$ cat config.mk
export PLATFORM = sky130hd
export DESIGN_NAME = rc_serial_frame_receiver
export DESIGN_NICKNAME = d
export VERILOG_FILES = /design/src/rcsfr_pkg.sv /design/src/rcsfr_frame_mem.sv /design/src/rcsfr_parser.sv /design/src/rcsfr_emit.sv /design/src/rc_serial_frame_receiver.sv
export VERILOG_INCLUDE_DIRS = /design/src /design/src/src
export SDC_FILE = /design/constraint.sdc
export NUM_CORES = 1
export LEC_CHECK = 0
export BUFFER_PORTS_ARGS = -buffer_cell sky130_fd_sc_hd__buf_2
export CORE_UTILIZATION = 62
export DETAILED_ROUTE_END_ITERATION = 12
export PLACE_DENSITY = 0.8
export SLEW_MARGIN = 20
export SYNTH_ARGS = -nofsm -noshare
export SYNTH_HDL_FRONTEND = slang
export SYNTH_SLANG_ARGS = --single-unit
$ cat constraint.sdc
create_clock -name clk -period 5.6 [get_ports clk]
set_input_delay 0.28 -clock clk [delete_from_list [all_inputs] [get_ports clk]]
set_output_delay 0.28 -clock clk [all_outputs]
set_load 0.005 [all_outputs]
$ cat src/rc_serial_frame_receiver_defines.svh
// Assertion macros used by the receiver's channel sequencer.
`ifndef RC_SERIAL_FRAME_RECEIVER_DEFINES_SVH
`define RC_SERIAL_FRAME_RECEIVER_DEFINES_SVH

// Same-cycle implication, checked on every rising edge outside reset.
`define RCSFR_ASSERT_IMPLY(lbl, clk, rst_n, ante, cons) \
    lbl: assert property (@(posedge clk) disable iff (!rst_n) (ante) |-> (cons)) \
        else $error("rcsfr assertion failed");

// Next-cycle implication, checked on every rising edge outside reset.
`define RCSFR_ASSERT_NEXT(lbl, clk, rst_n, ante, cons) \
    lbl: assert property (@(posedge clk) disable iff (!rst_n) (ante) |=> (cons)) \
        else $error("rcsfr assertion failed");

`endif

$ cat src/rcsfr_pkg.sv
// Package with constants and types of the serial RC frame receiver.
`timescale 1ns / 1ps
package rcsfr_pkg;

    localparam int DEF_MAX_MSG_LEN = 32;
    localparam int DEF_CHANNELS    = 14;
    localparam int OVERHEAD        = 3;
    localparam int CHAN_IDX_W      = 6;
    localparam int POS_W           = CHAN_IDX_W + 1;

    localparam logic [7:0]  CMD_SET_OUTPUT = 8'h40;
    localparam logic [15:0] SUM_SEED       = 16'hFFFF;
    localparam logic [7:0]  GAP_RESET      = 8'd3;

    typedef enum logic [2:0] {
        PH_LENGTH  = 3'd0,
        PH_DATA    = 3'd1,
        PH_SUM_LO  = 3'd2,
        PH_SUM_HI  = 3'd3,
        PH_DISCARD = 3'd4
    } phase_t;

    typedef enum logic [1:0] {
        EM_IDLE = 2'd0,
        EM_LO   = 2'd1,
        EM_HI   = 2'd2,
        EM_OUT  = 2'd3
    } emit_state_t;

endpackage

$ cat src/rcsfr_frame_mem.sv
// Frame byte store: one write port, one registered read port, reset-cleared valid bits.
`timescale 1ns / 1ps
module rcsfr_frame_mem #(
    parameter int DEPTH  = 29,
    parameter int ADDR_W = 5
) (
    input  logic              clk,
    input  logic              rst_n,
    input  logic              wr_en,
    input  logic [ADDR_W-1:0] wr_addr,
    input  logic [7:0]        wr_data,
    input  logic              rd_en,
    input  logic [ADDR_W-1:0] rd_addr,
    output logic [7:0]        rd_data
);
    logic [7:0]       mem [DEPTH];
    logic [DEPTH-1:0] valid_reg;
    logic [7:0]       rd_data_reg;

    always_ff @(posedge clk)
    begin
        if (wr_en)
        begin
            mem[wr_addr] <= wr_data;
        end
    end

    always_ff @(posedge clk or negedge rst_n)
    begin
        if (!rst_n)
        begin
            valid_reg <= '0;
        end
        else if (wr_en)
        begin
            valid_reg[wr_addr] <= 1'b1;
        end
    end

    // Entries never written read as zero
    always_ff @(posedge clk)
    begin
        if (rd_en)
        begin
            rd_data_reg <= valid_reg[rd_addr] ? mem[rd_addr] : 8'd0;
        end
    end

    assign rd_data = rd_data_reg;
endmodule

$ cat src/rcsfr_parser.sv
// Byte parser: gap detection, length check, checksum and frame store writes.
`timescale 1ns / 1ps
module rcsfr_parser #(
    parameter int MAX_MSG_LEN = 32,
    parameter int ADDR_W      = 5
) (
    input  logic              clk,
    input  logic              rst_n,
    input  logic              cfg_we,
    input  logic [7:0]        cfg_wdata,
    input  logic              accept,
    input  logic [7:0]        rx_byte,
    input  logic [31:0]       now_ms,
    output logic              wr_en,
    output logic [ADDR_W-1:0] wr_addr,
    output logic [7:0]        wr_data,
    output logic              start
);
    import rcsfr_pkg::*;

    localparam int LEN_W = $clog2(MAX_MSG_LEN + 1);

    phase_t         phase_reg, phase_next, phase_eff;
    logic [7:0]     gap_reg;
    logic [31:0]    last_reg, last_next;
    logic [LEN_W-1:0] off_reg, off_next, len_reg, len_next, off_inc;
    logic [15:0]    sum_reg, sum_next;
    logic [7:0]     lo_reg, lo_next;
    logic [7:0]     cmd_reg, cmd_next;
    logic [31:0]    elapsed;

    always_ff @(posedge clk or negedge rst_n)
    begin
        if (!rst_n)
        begin
            gap_reg <= GAP_RESET;
        end
        else if (cfg_we)
        begin
            gap_reg <= cfg_wdata;
        end
    end

    always_ff @(posedge clk or negedge rst_n)
    begin
        if (!rst_n)
        begin
            phase_reg <= PH_LENGTH;
            last_reg  <= '0;
            off_reg   <= '0;
            len_reg   <= '0;
            sum_reg   <= '0;
            lo_reg    <= '0;
            cmd_reg   <= '0;
        end
        else
        begin
            phase_reg <= phase_next;
            last_reg  <= last_next;
            off_reg   <= off_next;
            len_reg   <= len_next;
            sum_reg   <= sum_next;
            lo_reg    <= lo_next;
            cmd_reg   <= cmd_next;
        end
    end

    assign elapsed = now_ms - last_reg;
    assign off_inc = off_reg + LEN_W'(1);
    assign phase_eff = (elapsed >= {24'd0, gap_reg}) ? PH_LENGTH : phase_reg;

    always_comb
    begin
        phase_next = phase_reg;
        last_next  = last_reg;
        off_next   = off_reg;
        len_next   = len_reg;
        sum_next   = sum_reg;
        lo_next    = lo_reg;
        cmd_next   = cmd_reg;
        wr_en      = 1'b0;
        start      = 1'b0;
        if (accept)
        begin
            last_next  = now_ms;
            phase_next = phase_eff;
            unique case (phase_eff)
                PH_LENGTH:
                begin
                    if (rx_byte <= 8'(MAX_MSG_LEN) && rx_byte > 8'(OVERHEAD))
                    begin
                        off_next   = '0;
                        len_next   = LEN_W'(rx_byte - 8'(OVERHEAD));
                        sum_next   = SUM_SEED - {8'd0, rx_byte};
                        phase_next = PH_DATA;
                    end
                    else
                    begin
                        phase_next = PH_DISCARD;
                    end
                end
                PH_DATA:
                begin
                    wr_en    = 1'b1;
                    off_next = off_inc;
                    sum_next = sum_reg - {8'd0, rx_byte};
                    if (off_reg == '0)
                    begin
                        cmd_next = rx_byte;
                    end
                    if (off_inc == len_reg)
                    begin
                        phase_next = PH_SUM_LO;
                    end
                end
                PH_SUM_LO:
                begin
                    lo_next    = rx_byte;
                    phase_next = PH_SUM_HI;
                end
                PH_SUM_HI:
                begin
                    start      = (sum_reg == {rx_byte, lo_reg}) && (cmd_reg == CMD_SET_OUTPUT);
                    phase_next = PH_DISCARD;
                end
                default:
                begin
                    phase_next = phase_eff;
                end
            endcase
        end
    end

    assign wr_addr = off_reg[ADDR_W-1:0];
    assign wr_data = rx_byte;
endmodule

$ cat src/rcsfr_emit.sv
// Channel sequencer: reads byte pairs from the frame store and drives the result register.
`timescale 1ns / 1ps
`include "rc_serial_frame_receiver_defines.svh"
module rcsfr_emit #(
    parameter int CHANNELS    = 14,
    parameter int FRAME_DEPTH = 29,
    parameter int ADDR_W      = 5
) (
    input  logic                             clk,
    input  logic                             rst_n,
    input  logic                             start,
    output logic                             busy,
    output logic                             rd_en,
    output logic [ADDR_W-1:0]                rd_addr,
    input  logic [7:0]                       rd_data,
    output logic                             out_valid,
    input  logic                             out_ready,
    output logic [rcsfr_pkg::CHAN_IDX_W-1:0] out_index,
    output logic [15:0]                      out_value,
    output logic                             out_last
);
    import rcsfr_pkg::*;

    emit_state_t           state_reg, state_next;
    logic [CHAN_IDX_W-1:0] ch_reg, ch_next;
    logic                  rng_reg, rng_next;
    logic [7:0]            lo_reg, lo_next;
    logic                  ov_reg, ov_next;
    logic [CHAN_IDX_W-1:0] oidx_reg, oidx_next;
    logic [15:0]           oval_reg, oval_next;
    logic                  olast_reg, olast_next;
    logic [POS_W-1:0]      pos_lo, pos_hi, pos;
    logic [7:0]            rd_byte;
    logic                  is_last, load;

    always_ff @(posedge clk or negedge rst_n)
    begin
        if (!rst_n)
        begin
            state_reg <= EM_IDLE;
            ch_reg    <= '0;
            rng_reg   <= 1'b0;
            ov_reg    <= 1'b0;
        end
        else
        begin
            state_reg <= state_next;
            ch_reg    <= ch_next;
            rng_reg   <= rng_next;
            ov_reg    <= ov_next;
        end
    end

    always_ff @(posedge clk)
    begin
        lo_reg    <= lo_next;
        oidx_reg  <= oidx_next;
        oval_reg  <= oval_next;
        olast_reg <= olast_next;
    end

    assign pos_lo  = {ch_reg, 1'b1};
    assign pos_hi  = {ch_reg, 1'b0} + POS_W'(2);
    assign rd_byte = rng_reg ? rd_data : 8'd0;
    assign is_last = (ch_reg == CHAN_IDX_W'(CHANNELS - 1));

    always_comb
    begin
        state_next = state_reg;
        ch_next    = ch_reg;
        rng_next   = rng_reg;
        lo_next    = lo_reg;
        ov_next    = ov_reg & ~out_ready;
        oidx_next  = oidx_reg;
        oval_next  = oval_reg;
        olast_next = olast_reg;
        rd_en      = 1'b0;
        pos        = pos_lo;
        load       = 1'b0;
        unique case (state_reg)
            EM_IDLE:
            begin
                if (start)
                begin
                    ch_next    = '0;
                    state_next = EM_LO;
                end
            end
            EM_LO:
            begin
                // Bytes past the store read as zero
                pos        = pos_lo;
                rng_next   = (pos_lo < POS_W'(FRAME_DEPTH));
                rd_en      = rng_next;
                state_next = EM_HI;
            end
            EM_HI:
            begin
                lo_next    = rd_byte;
                pos        = pos_hi;
                rng_next   = (pos_hi < POS_W'(FRAME_DEPTH));
                rd_en      = rng_next;
                state_next = EM_OUT;
            end
            EM_OUT:
            begin
                // Hold the read byte until the result register frees up
                if (!ov_reg || out_ready)
                begin
                    load       = 1'b1;
                    ov_next    = 1'b1;
                    oidx_next  = ch_reg;
                    oval_next  = {rd_byte, lo_reg};
                    olast_next = is_last;
                    if (is_last)
                    begin
                        state_next = EM_IDLE;
                    end
                    else
                    begin
                        ch_next    = ch_reg + CHAN_IDX_W'(1);
                        state_next = EM_LO;
                    end
                end
            end
            default:
            begin
                state_next = EM_IDLE;
            end
        endcase
    end

    assign rd_addr   = pos[ADDR_W-1:0];
    assign busy      = (state_reg != EM_IDLE);
    assign out_valid = ov_reg;
    assign out_index = oidx_reg;
    assign out_value = oval_reg;
    assign out_last  = olast_reg;

    `RCSFR_ASSERT_IMPLY(a_start_idle, clk, rst_n, start, state_reg == EM_IDLE)
    `RCSFR_ASSERT_IMPLY(a_last_index, clk, rst_n, ov_reg && olast_reg,
        oidx_reg == CHAN_IDX_W'(CHANNELS - 1))
    `RCSFR_ASSERT_NEXT(a_last_ends, clk, rst_n, load && is_last, state_reg == EM_IDLE)
endmodule

$ cat src/rc_serial_frame_receiver.sv
// Top level of the serial RC frame receiver.
`timescale 1ns / 1ps
//
// Channel   Dir  Width  Contents
// s_axis    in   40     rx_byte, now_ms (one received byte per transfer)
// m_axis    out  24+1   channel_index, channel_value; tlast = last_channel
// cfg       in   8      gap_ms, written when cfg_we is high
//
// s_tready is high whenever no channel sweep runs, and bytes are taken as they come.
// A good frame starts a channel sweep in which each channel takes two frame
// store reads plus the result load; s_tready is low for the whole sweep.
// The single result register lets the sweep run on; m_tready stalls it only at the load step.
// rst_n clears parser state and the store's valid bits at once; no clearing pass.
module rc_serial_frame_receiver #(
    parameter int MAX_MSG_LEN = rcsfr_pkg::DEF_MAX_MSG_LEN,
    parameter int CHANNELS    = rcsfr_pkg::DEF_CHANNELS
) (
    input  logic        clk,
    input  logic        rst_n,
    input  logic        cfg_we,
    input  logic [7:0]  cfg_wdata,     // gap_ms
    input  logic        s_tvalid,
    output logic        s_tready,
    input  logic [39:0] s_tdata,       // [7:0] rx_byte, [39:8] now_ms
    output logic        m_tvalid,
    input  logic        m_tready,
    output logic [23:0] m_tdata,       // [5:0] channel_index, [21:6] channel_value, [23:22] zero
    output logic        m_tlast        // last_channel
);
    import rcsfr_pkg::*;

    localparam int FRAME_DEPTH = MAX_MSG_LEN - OVERHEAD;
    localparam int ADDR_W      = (FRAME_DEPTH > 1) ? $clog2(FRAME_DEPTH) : 1;

    logic              accept;
    logic              busy;
    logic              start;
    logic              wr_en;
    logic [ADDR_W-1:0] wr_addr;
    logic [7:0]        wr_data;
    logic              rd_en;
    logic [ADDR_W-1:0] rd_addr;
    logic [7:0]        rd_data;
    logic [CHAN_IDX_W-1:0] out_index;
    logic [15:0]       out_value;

    // Stop taking bytes while a channel sweep owns the store's read side
    assign s_tready = ~busy;
    assign accept   = s_tvalid & s_tready;

    rcsfr_parser #(
        .MAX_MSG_LEN (MAX_MSG_LEN),
        .ADDR_W      (ADDR_W)
    ) u_parser (
        .clk       (clk),
        .rst_n     (rst_n),
        .cfg_we    (cfg_we),
        .cfg_wdata (cfg_wdata),
        .accept    (accept),
        .rx_byte   (s_tdata[7:0]),
        .now_ms    (s_tdata[39:8]),
        .wr_en     (wr_en),
        .wr_addr   (wr_addr),
        .wr_data   (wr_data),
        .start     (start)
    );

    rcsfr_frame_mem #(
        .DEPTH  (FRAME_DEPTH),
        .ADDR_W (ADDR_W)
    ) u_mem (
        .clk     (clk),
        .rst_n   (rst_n),
        .wr_en   (wr_en),
        .wr_addr (wr_addr),
        .wr_data (wr_data),
        .rd_en   (rd_en),
        .rd_addr (rd_addr),
        .rd_data (rd_data)
    );

    rcsfr_emit #(
        .CHANNELS    (CHANNELS),
        .FRAME_DEPTH (FRAME_DEPTH),
        .ADDR_W      (ADDR_W)
    ) u_emit (
        .clk       (clk),
        .rst_n     (rst_n),
        .start     (start),
        .busy      (busy),
        .rd_en     (rd_en),
        .rd_addr   (rd_addr),
        .rd_data   (rd_data),
        .out_valid (m_tvalid),
        .out_ready (m_tready),
        .out_index (out_index),
        .out_value (out_value),
        .out_last  (m_tlast)
    );

    assign m_tdata = {2'b00, out_value, out_index};
endmodule
# After elaboration in Yosys (flattened, before gate mapping)
# Memory sizes are Yosys's and may differ from the RTL's. A register that Yosys moved wholly into a read port is not among the register bits.
# Cells that the tools add are included.
[word_totals]
elab_cells = 104
out_inout_bits = 27
mem_bits_rw = 232
n_memories = 1
input_bits = 53
regBits = 157
[op_classes]
bitwise_logic = 5
reduce_logical = 20
n_eq_ne = 14
add_sub_neg = 7
mux = 32
n_lt_le_gt_ge = 8
[mem_list]
columns = ["name", "words", "width", "rd", "rd_clocked_by_memory_dff", "wr", "line", "source"]
rows = [
  ["u_mem.mem", 29, 8, 1, 1, 1, "rcsfr_frame_mem.sv:16", "logic [7:0] mem [DEPTH];"],
]
[ops]
columns = ["op", "count"]
rows = [
  ["$ge A32 B8 Y1", 1],
  ["$pmux W16 S2", 1],
  ["$sub A32 B32 Y32", 1],
  ["$or A29 B29 Y29", 1],
  ["$mux W6", 4],
  ["$pmux W6 S2", 2],
  ["$eq A16 B16 Y1", 1],
  ["$mux W16", 1],
  ["$sub A16 B8 Y16", 1],
  ["$lt A7 B5 Y1 const B", 2],
  ["$add A6 B1 Y6 const B", 2],
  ["$lt A5 B6 Y1 const B", 2],
  ["$pmux W3 S4", 1],
  ["$mux W1", 11],
  ["$sub A1 B9 Y10 const A", 1],
  ["$mux W3", 3],
  ["$reduce_and A3 Y1", 3],
  ["$eq A8 B7 Y1 const B", 1],
  ["$gt A8 B2 Y1 const B", 1],
  ["$le A8 B6 Y1 const B", 1],
  ["$mux W8", 1],
  ["$pmux W2 S4", 1],
  ["$reduce_bool A2 Y1", 4],
  ["$add A7 B2 Y7 const B", 1],
  ["25 further kinds", 38],
]

# Depth between registers and ports, before layout
# Gate-level depths: netlist (run 1).
[depth]
ltp_word = 8
depth_mapped = 21
ltp_nobuf = 19

# Cells and area by module
# Synthesis (run 1) repeated with hierarchy kept, for this count alone.
[unflattened]
cells_unflattened = 1455
hier_area_um2 = 19077.0
[modules_own_cells]
columns = ["mod", "cells_per_inst", "area_per_inst_um2", "seq_area_each_um2", "n_inst"]
rows = [
  ["rcsfr_frame_mem", 511, 10476.3, 7932.6, 1],
  ["rcsfr_parser", 819, 6829.0, 2179.6, 1],
  ["rcsfr_emit", 120, 1742.9, 1181.1, 1],
  ["rc_serial_frame_receiver", 5, 28.8, 0.0, 1],
]

# Worst setup path after synthesis (run 1)
# OpenSTA, ideal clock, no wires.
[synth_timing]
path_kind = "register -> register"
startpoint = "register u_parser.last_reg[0]"
endpoint = "memory u_mem.mem[27][0] (enable)"
setup_time_ns = 0.370
required_ns = 5.230
stages_incl_launch_ff = 21
synth_period_minus_slack_ns = 4.585
path_buffers = 2
path_slack_ns = 1.015
arrival_time_ns = 4.214
cell_sequence = "dfrtp_1 -> ha_1 -> fa_1 -> nor2b_1 -> o2111ai_1 -> nand2_1 -> xor2_1 -> ha_1 -> a21o_1 -> a41oi_1 -> o31ai_1 -> a221oi_1 -> o211ai_1 -> nor3_1 -> nand4b_1 -> nor4_2 -> and2_1 -> buf_2 -> nand4_1 -> clkbuf_1 -> nor2_1"
[synth_via]
elab_chain_cells = 8
[synth_lines]
columns = ["item", "line", "source"]
rows = [
  ["start: declaration", "rcsfr_parser.sv:25", "logic [31:0] last_reg, last_next;"],
  ["start signal: assignment", "rcsfr_parser.sv:59", "last_reg <= last_next;"],
  ["$sub A32 B32 Y32", "rcsfr_parser.sv:68", "assign elapsed = now_ms - last_reg;"],
  ["$ge A32 B8 Y1", "rcsfr_parser.sv:70", "assign phase_eff = (elapsed >= {24'd0, gap_reg}) ? PH_LENGTH : phase_reg;"],
  ["$mux W3", "rcsfr_parser.sv:70", ""],
  ["$eq A3 B1 Y1", "rcsfr_parser.sv:87", "unique case (phase_eff)"],
  ["$mux W1", "rcsfr_parser.sv:87", ""],
  ["$mux W1", "rcsfr_parser.sv:83", "if (accept)"],
  ["$mux W1", "rcsfr_frame_mem.sv:22", "if (wr_en)"],
  ["$mux W1 (not written as such)", "rcsfr_frame_mem.sv:24", "mem[wr_addr] <= wr_data;"],
  ["end: declaration", "rcsfr_frame_mem.sv:16", ""],
]
# Every way passes these cells.

# Worst setup path after layout (run 1)
[layout_timing]
startpoint = "register u_parser.last_reg[0]"
endpoint = "memory u_mem.mem[18][6] (enable)"
# The elaborated chain is that of the path after synthesis.

==> run metrics, run 1 <==
hpwl dp=28400 µm; total CTS buffers=40; fraction of registers with async set or reset after synthesis=0.317; 1st-iter DRT viols=1271; RSZ-0062 raised after global routing=false; critical path launch point=u_parser.last_reg[0]; core area=30500 µm²; CP Class=reg -> reg; met2 wire len=20600 µm; die area=31700 µm²; remaining antenna violation count=0; hold path startpoint=s_tdata[27]; initial core utilization=0.630; vias in the first global route=12600; Routed wire per std cell=21.6 µm; Worst setup SP type=flip-flop; Pwr Density=471 nW/µm²; global-route wire length before repair=68300 µm; register area share after synthesis=0.588; post-synth top area cell=edfxtp_1; Peak VDD IR=0.477 mV; Die X=178 µm; Design Power=10.3 mW; share of layout cells above drive strength 1=0.186; Die Y-Extent=178 µm; CP required=5760 ps; highest routed layer=met4; FF-to-FF End=u_mem.mem[18][6]; reg-to-reg slack, setup=390 ps; Yosys warnings=0; total gr overflow=0; Clock Latency Late Sink=550 ps; fill cell count=1978; RD Place Congestion=0.898; worst-case reg-to-reg path depth=19; Synth Flop Type=edfxtp_1; DP Cell Count=1890; residual DRC count=0; P&R area growth vs syn=13.8%; clk slew on worst S/H paths=60 ps; Ant. Diodes=0; register bit total from synthesis=397; number of flip-flops in the largest register=232; vias per cell=6.30; commonest cells after routing, fill and taps aside=271 x edfxtp_1, 123 x dfrtp_1, 86 x nand2_1; Critical R2R Launch=u_parser.last_reg[0]; CP Capture Point=u_mem.mem[18][6]; CTS Sinks=397; htree depth=2; worst setup margin=386 ps; setup TNS=0 ps; Cells after Synth=1454; Post-Route M1 WL=18000 µm; f_max=192 MHz; Hold Crit Class=in -> reg; pre-CTS setup slack=278 ps; Routed WL=43400 µm; root buffer cell=clkbuf_16; Rows=64; I/O Pins=80; Max Slew Vio Count=0; top-area cell type share of the netlist area=0.424; nets=1691; Pleak=8.38 nW; Overall Global Routing Usage=0.283; post-synth design cell area=19200 µm²; port bufs=77; final hold violation count=0; Slew HR=0.278; Slew @ Worst Pin=1070 ps; deepest clock path buffer count=3; status=completed; crit share post-route=0.931; CP Capture Type=flip-flop; commonest non-fill, non-tap cell in the layout=edfxtp_1; leading post-synthesis cells by cell area=edfxtp_1 42%, dfrtp_1 16%, mux4_2 7.4%; Max Cap Violations=0; initial antenna violation count=1; largest net degree at the start of global routing=79; Min Hold Slack=12.1 ps; skew final=24.8 ps; Final Critical Period=5210 ps; Unique masters post-synth=84; CTS tree=yes; Pre-Repair DR Iteration Count=6; Met3 Wirelength=3320 µm; Crit Path Max Fanout=14; Arr. time, crit path=5380 ps; EDFF count, synth=271; Setup-failing EPs final=0; Avg Inst Size Synth=13.2 µm²; vias after detailed routing=12600; Layout Cells excl Fill=2004
==> through the flow <==
stage                     area (µm²)   util
after floorplan                19200      -
after detailed placement       20100  0.659
after CTS                      21800  0.715
final                          21800  0.716
after global routing           21800  0.716
after global placement         20100  0.659
==> logic make-up after synthesis <==
| group | after synthesis | synth area share |
|---|---|---|
| other | 1 | 0.000195 |
| xor gates and xnor gates | 54 | 0.0246 |
| muxes | 133 | 0.114 |
| adders and majority gates | 62 | 0.0412 |
| and+or+nand+nor | 351 | 0.0945 |
| AOI/OAI and AO/OA | 307 | 0.107 |
| DFF | 397 | 0.588 |
| buffers and inverters | 149 | 0.0310 |
==> cell type report <==
class	instances	area, µm²	area share
sequential	397	11300	0.517
multi-input combinational	909	7370	0.337
timing repair buffer	157	1090	0.0499
clock buffer	46	1020	0.0468
tap	396	495	0.0227
clock inverter	28	310	0.0142
inverter	71	267	0.0122
==> routing by layer <==
metal,up-vias,global-route usage
met4,0,0.0962
met3,106,0.0490
li1,5731,-
met1,6260,0.388
met5,-,0
met2,529,0.459
==> worst max-delay path, stage by stage (launching register included) <==
cell	delay (ps)
dfrtp_1	380
ha_1	220
fa_1	410
nor2b_1	190
o2111ai_1	290
nand2_1	180
xor2_1	80
ha_1	180
a21o_1	190
a41oi_1	170
o31ai_1	90
a221oi_1	220
o211ai_1	130
nor3_1	270
nand4b_1	230
nor4_2	360
and2_1	350
nand4_1	130
buf_4	220
nor2_1	530
==> synthesized netlist by cell type, types with 11 or more instances <==
cell,n
edfxtp_1,271
a211oi_1,29
o21bai_1,31
nand2_1,86
o21ai_0,68
nor2_1,85
xnor2_1,32
and2_1,15
buf_1,11
nand4_1,21
xor2_1,22
mux2i_1,40
dfrtp_1,124
nor3_1,23
nand2b_1,12
inv_1,71
nor2b_1,30
ha_1,60
a31oi_1,11
mux4_2,63
a21o_1,11
clkbuf_1,52
mux2_1,18
nand3_1,26
a21oi_1,72
buf_2,11
==> power by group <==
part	total [mW]	switching [mW]	internal, mW
combinational	3.82	2.24	1.58
clock	2.69	1.13	1.56
sequential	3.79	0.243	3.54
total	10.3	3.61	6.69
==> timing repair <==
action,CTS,global route
setup buffers,0,1
hold endpoints to repair,84,0
setup endpoints to repair,0,101
hold buffers,39,0
gates resized for setup,0,6
==> worst min-delay path by stage <==
stage                                       end  slack, ps  cells past startpoint
after global routing      u_parser.last_reg[19]         40                      3
after detailed placement  u_parser.last_reg[18]        340                      1
final                     u_parser.last_reg[19]         10                      3
after floorplan                u_emit.ch_reg[0]        -20                      0
after CTS                 u_parser.last_reg[19]          1                      3
after global placement    u_parser.last_reg[18]        330                      1
Power figures use the tool's default switching activity.
==> run 2: changes to the inputs <==
--- a/config.mk
+++ b/config.mk
@@ -7,9 +7,8 @@
 export NUM_CORES = 1
 export LEC_CHECK = 0
 export BUFFER_PORTS_ARGS = -buffer_cell sky130_fd_sc_hd__buf_2
-export CORE_UTILIZATION = 62
+export CORE_UTILIZATION = 45
 export DETAILED_ROUTE_END_ITERATION = 12
-export PLACE_DENSITY = 0.8
 export SLEW_MARGIN = 20
 export SYNTH_ARGS = -nofsm -noshare
 export SYNTH_HDL_FRONTEND = slang
==> run metrics, run 2 (synthesis results as in run 1) <==
status=completed; Seq pwr share=0.354 (-0.014); post-CTS sizing=0 (unchanged); Pwr Density=477 nW/µm² (+1.3%); Combinational Power Share=0.356 (-0.015); Layout Cells excl Fill=2164 (+8.0%); die area=43500 µm² (+37%); Rows=75 (+17%); Arr. time, crit path=5400 ps (+20 ps); global-route wire length before repair=72200 µm (+5.8%); f_max=192 MHz (+0.24%); Sw Ratio=0.345 (-0.00586); Final Critical Period=5200 ps (-12.3 ps); Routed WL=45400 µm (+4.7%); final instance area=22300 µm² (+2.2%); Setup-failing EPs final=0 (unchanged); initial core utilization=0.457 (-0.173); Die Y-Extent=209 µm (+17%); Hold Crit Class=in -> reg; I/O Pins=80 (unchanged); skew final=16.2 ps (-8.62 ps); port bufs=77 (unchanged); number of flip-flops in the largest register=232 (unchanged); htree depth=2 (unchanged); total CTS buffers=44 (+10%); Max Slew Vio Count=0 (unchanged); largest net degree at the start of global routing=71 (-10%); Crit Path Max Fanout=14 (unchanged); final hold violation count=0 (unchanged); vias per cell=5.67 (-10%); Ant. Diodes=0 (unchanged); commonest non-fill, non-tap cell in the layout=edfxtp_1; nets=1705 (+0.83%); share of layout cells above drive strength 1=0.191 (+0.00544); Routed wire per std cell=21.0 µm (-3.0%); P&R area growth vs syn=16.3%; crit share post-route=0.929 (-0.00220); CP required=5800 ps (+40 ps); 1st-iter DRT viols=848 (-33%); CP peak stage delay=530 ps (about the same); Slew HR=0.323 (+0.0447); commonest cells after routing, fill and taps aside=271 x edfxtp_1, 123 x dfrtp_1, 86 x nand2_1; Max Cap Violations=0 (unchanged); DP Cell Count=2039 (+7.9%); deepest clock path buffer count=3 (unchanged); root buffer cell=clkbuf_16; Worst setup SP type=input pin; critical path's slowest cell=dlygate4sd3_1; CP Capture Type=flip-flop; Pint=6.99 mW (+4.5%); core area=42000 µm² (+38%); hpwl dp=29800 µm (+5.0%); initial antenna violation count=1 (unchanged); CTS Sinks=397 (unchanged); CP Class=in -> reg; RD Place Congestion=0.870 (-3.2%); Die X=209 µm (+17%); Slew @ Worst Pin=1020 ps (-57.5 ps); Pre-Repair DR Iteration Count=5 (-1); vias after detailed routing=12300 (-2.8%); crit path cell chain=dlygate4sd3_1 -> buf_2 -> inv_1 -> ha_1 -> fa_1 -> nor2b_1 -> o2111ai_1 -> nand2_1 -> xor2_1 -> ha_1 -> a21o_1 -> a41oi_1 -> o31ai_1 -> a221oi_1 -> o211ai_1 -> nor3_1 -> nand4b_1 -> nor4_2 -> and2_1 -> nand4_1 -> buf_4 -> nor2_1; fill cell count=3538 (+79%); Overall Global Routing Usage=0.215 (-0.0676); highest routed layer=met4; Clk pwr share=0.290 (+0.028); P_sw=3.68 mW (+1.8%); RSZ-0062 raised after global routing=false; Post-Route M1 WL=20900 µm (+16%); setup TNS=0 ps (unchanged); vias in the first global route=12400 (-1.9%); remaining antenna violation count=0 (unchanged); reg-to-reg slack, setup=400 ps (about the same); CP dominant cell by count=ha_1; CTS tree=yes; met2 wire len=21500 µm (+4.1%); Pleak=8.55 nW (+2.1%); Met3 Wirelength=2270 µm (-32%); clk slew on worst S/H paths=60 ps (about the same); Peak VDD IR=0.321 mV (-33%); total gr overflow=0 (unchanged); Cell Area, Placed=20300 µm² (+1.2%); residual DRC count=0 (unchanged); Clock Latency Late Sink=580 ps (+30 ps)
## run 2: worst max-delay path, delay by kind of cell
| kind | cells | cell delay (ps) |
|---|---|---|
| buf+inv | 4 | 910 |
| xor+xnor | 1 | 80 |
| fa+ha+maj | 3 | 810 |
| compound gates | 6 | 1110 |
| simple gates | 8 | 2190 |
## run 2: path summary, 6_finish.rpt
check                           cells after the start               endpoint            startpoint
worst max-delay path                               22        u_mem.mem[6][4]            s_tdata[8]
max in group asynchronous                           3     u_mem.valid_reg[3]                 rst_n
worst max register to register                     19        u_mem.mem[6][4]  u_parser.last_reg[0]
worst min-delay path                                3    u_parser.gap_reg[5]                cfg_we
worst min register to register                      0    u_emit.out_value[4]      u_emit.lo_reg[4]
min in group asynchronous                           2  u_parser.last_reg[17]                 rst_n
## run 2: cell type report
type | instances | area [µm²] | area share
inverter | 71 | 267 | 0.0119
sequential | 397 | 11300 | 0.506
timing repair buffer | 167 | 1180 | 0.0527
multi-input combinational | 909 | 7360 | 0.330
tap | 539 | 674 | 0.0302
clock buffer | 52 | 1190 | 0.0534
clock inverter | 29 | 368 | 0.0165
## run 2: per-stage QoR
stage           util  hold WS (ps)  total power [mW]  worst slack (ps)
3_5_place_dp   0.484           277              7.61               386
3_3_place_gp   0.484           267              7.58               564
6_report       0.531          72.9              10.7               398
4_1_cts        0.531          26.5              10.8               401
5_1_grt        0.531          95.0              11.3              48.9
2_1_floorplan      -         -15.6              6.60              1020
## run 2: timing repair
| action | in CTS | in global routing |
|---|---|---|
| endpoints found under the hold margin | 95 | 0 |
| buffers inserted | 0 | 0 |
| hold buffers | 44 | 0 |
| setup endpoints to repair | 0 | 0 |
## run 2: power groups by stage
stage                     sequential (mW)  combinational [mW]  clock [mW]
after floorplan                      3.75                2.85           0
after global placement               3.83                3.75           0
after detailed placement             3.84                3.77           0
after CTS                            3.78                3.81        3.16
after global routing                 3.82                4.20        3.27
final                                3.78                3.79        3.10
## run 2: per-layer routing
metal,up-vias,GRT usage
met5,-,0
met4,0,0.0512
met3,50,0.0376
met2,290,0.343
met1,6163,0.308
li1,5771,-
==> run 3: changes to the inputs <==
--- a/config.mk
+++ b/config.mk
@@ -7,6 +7,8 @@
 export NUM_CORES = 1
 export LEC_CHECK = 0
 export BUFFER_PORTS_ARGS = -buffer_cell sky130_fd_sc_hd__buf_2
+export CORE_ASPECT_RATIO = 2
+export CORE_MARGIN = 2
 export CORE_UTILIZATION = 45
 export DETAILED_ROUTE_END_ITERATION = 12
 export SLEW_MARGIN = 20
==> run metrics, run 3 (synthesis results as in run 1) <==
Layout Cells excl Fill=2149 (-0.69%); die area=44400 µm² (+2.2%); number of flip-flops in the largest register=232 (unchanged); final hold violation count=0 (unchanged); vias after detailed routing=12400 (+0.73%); Slew HR=0.280 (-0.0435); total gr overflow=0 (unchanged); FF-to-FF End=u_mem.mem[17][7]; Die Y-Extent=296 µm (+42%); CP Capture Point=u_mem.mem[17][7]; vias in the first global route=12500 (+0.52%); Critical R2R Launch=u_parser.last_reg[0]; nets=1690 (-0.88%); Max Slew Vio Count=0 (unchanged); RD Place Congestion=0.895 (+2.9%); fill cell count=3609 (+2.0%); CP Class=in -> reg; commonest cells after routing, fill and taps aside=271 x edfxtp_1, 123 x dfrtp_1, 86 x nand2_1; remaining antenna violation count=0 (unchanged); f_max=194 MHz (+0.98%); Routed WL=46200 µm (+1.7%); Routed wire per std cell=21.5 µm (+2.4%); CTS Sinks=397 (unchanged); residual DRC count=0 (unchanged); CP Capture Type=flip-flop; CTS tree=yes; initial core utilization=0.454 (-0.00286); largest net degree at the start of global routing=64 (-9.9%); Crit Path Max Fanout=14 (unchanged); Design Power=10.3 mW (-3.4%); crit share post-route=0.920 (-0.00905); Rows=107 (+43%); Final Util=0.520 (-0.0113); 1st-iter DRT viols=963 (+14%); root buffer cell=clkbuf_16; Hold Crit Class=in -> reg; Pwr Density=469 nW/µm² (-1.9%); Sw Ratio=0.354 (+0.00961); Clk pwr share=0.259 (-0.031); RSZ-0062 raised after global routing=true; Die X=150 µm (-28%); setup TNS=0 ps (unchanged); port bufs=77 (unchanged); share of layout cells above drive strength 1=0.183 (-0.00872); total CTS buffers=38 (-14%); core area=42300 µm² (+0.63%); initial antenna violation count=0 (-1); Worst setup SP type=input pin; deepest clock path buffer count=3 (unchanged); Pint=6.65 mW (-4.8%); skew final=31.7 ps (+15.5 ps); commonest non-fill, non-tap cell in the layout=edfxtp_1; status=completed; Overall Global Routing Usage=0.213 (-0.00213); Pre-Repair DR Iteration Count=5 (unchanged); Clock Latency Late Sink=560 ps (-20 ps); clk slew on worst S/H paths=70 ps (about the same); Final Critical Period=5150 ps (-50.7 ps); P_sw=3.65 mW (-0.66%); I/O Pins=80 (unchanged); CP required=5780 ps (-20 ps); Ant. Diodes=0 (unchanged); P&R area growth vs syn=14.5%; global-route wire length before repair=72500 µm (+0.34%); critical path launch point=s_tdata[12]; Slew @ Worst Pin=1070 ps (+55.7 ps); Arr. time, crit path=5330 ps (-70 ps); DP Cell Count=2040 (+0.049%); reg-to-reg slack, setup=460 ps (+60 ps); vias per cell=5.75 (+1.4%); Combinational Power Share=0.371 (+0.015); Peak VDD IR=0.314 mV (-2.1%); Seq pwr share=0.369 (+0.015); Max Cap Violations=0 (unchanged); Pleak=8.34 nW (-2.4%); htree depth=2 (unchanged); worst-case reg-to-reg path depth=19 (unchanged); Setup-failing EPs final=0 (unchanged); hpwl dp=31400 µm (+5.4%)
run 3: changes by cell type in the layout (fill, tap and decap cells not counted), moves of 2 or more:
cell | previous run | this run
dlygate4sd3_1 | 44 | 40
buf_4 | 46 | 42
bufinv_16 | 7 | 4
clkbuf_1 | 3 | 10
nor2_1 | 85 | 79
clkinv_8 | 0 | 2
clkbuf_16 | 45 | 39
nor2_2 | 0 | 6
inv_16 | 2 | 0
clkinv_2 | 10 | 1
run 3: worst max-delay path, cell delays in order:
cell           delay [ps]
dlygate4sd3_1         550
buf_2                 140
ha_1                  360
a21o_1                210
a21oi_1               390
nand2_1               130
xor2_1                160
ha_1                  180
a21o_1                190
a41oi_1               170
o31ai_1                90
a221oi_1              230
o211ai_1              140
nor3_1                240
nand4b_1              220
nor4_2                350
and2_1                370
nand4_1               150
buf_4                 240
nor2_1                530
run 3: cell type report:
| type | count | area [µm²] | area share |
|---|---|---|---|
| timing repair buffer | 158 | 1100 | 0.0498 |
| multi-input combinational | 909 | 7370 | 0.335 |
| sequential | 397 | 11300 | 0.514 |
| clock buffer | 52 | 1050 | 0.0480 |
| tap | 545 | 682 | 0.0310 |
| inverter | 71 | 267 | 0.0121 |
| clock inverter | 17 | 233 | 0.0106 |
run 3: timing repair:
action                     4_1_cts  5_1_grt
buffers inserted                 0        0
setup endpoints to repair        0       96
hold buffers                    40        0
gates resized for setup          0        6
hold endpoints to repair        77        0
run 3: worst min path at each step:
| stage | end | cells past startpoint | startpoint |
|---|---|---|---|
| 2_1_floorplan | u_emit.ch_reg[0] | 0 | rst_n |
| 3_3_place_gp | u_parser.sum_reg[15] | 1 | rst_n |
| 3_5_place_dp | u_parser.sum_reg[15] | 1 | rst_n |
| 4_1_cts | u_parser.last_reg[0] | 3 | s_tdata[8] |
| 5_1_grt | u_parser.last_reg[0] | 3 | s_tdata[8] |
| 6_report | u_parser.last_reg[0] | 3 | s_tdata[8] |
run 3: per-layer routing:
metal,share of wire,GRT usage,vias to the layer above
met3,0.056,0.0295,65
met4,0.025,0.0607,0
li1,-,-,5722
met2,0.49,0.357,416
met5,0,0,-
met1,0.43,0.290,6160
run 3: metrics by stage:
stage          hold WS, ps  setup slack, ps  instance area (µm²)
2_1_floorplan        -15.6             1020                19200
3_5_place_dp           307              274                20300
4_1_cts               19.9              331                22000
6_report              33.6              449                22000
3_3_place_gp           299              547                20300
5_1_grt               39.3            -93.2                22000
run 3: power by group through the flow:
stage	clock (mW)	combinational, mW	sequential (mW)
2_1_floorplan	0	2.85	3.75
3_3_place_gp	0	3.71	3.86
3_5_place_dp	0	3.76	3.87
4_1_cts	2.72	3.81	3.81
5_1_grt	2.83	4.20	3.86
6_report	2.67	3.83	3.81
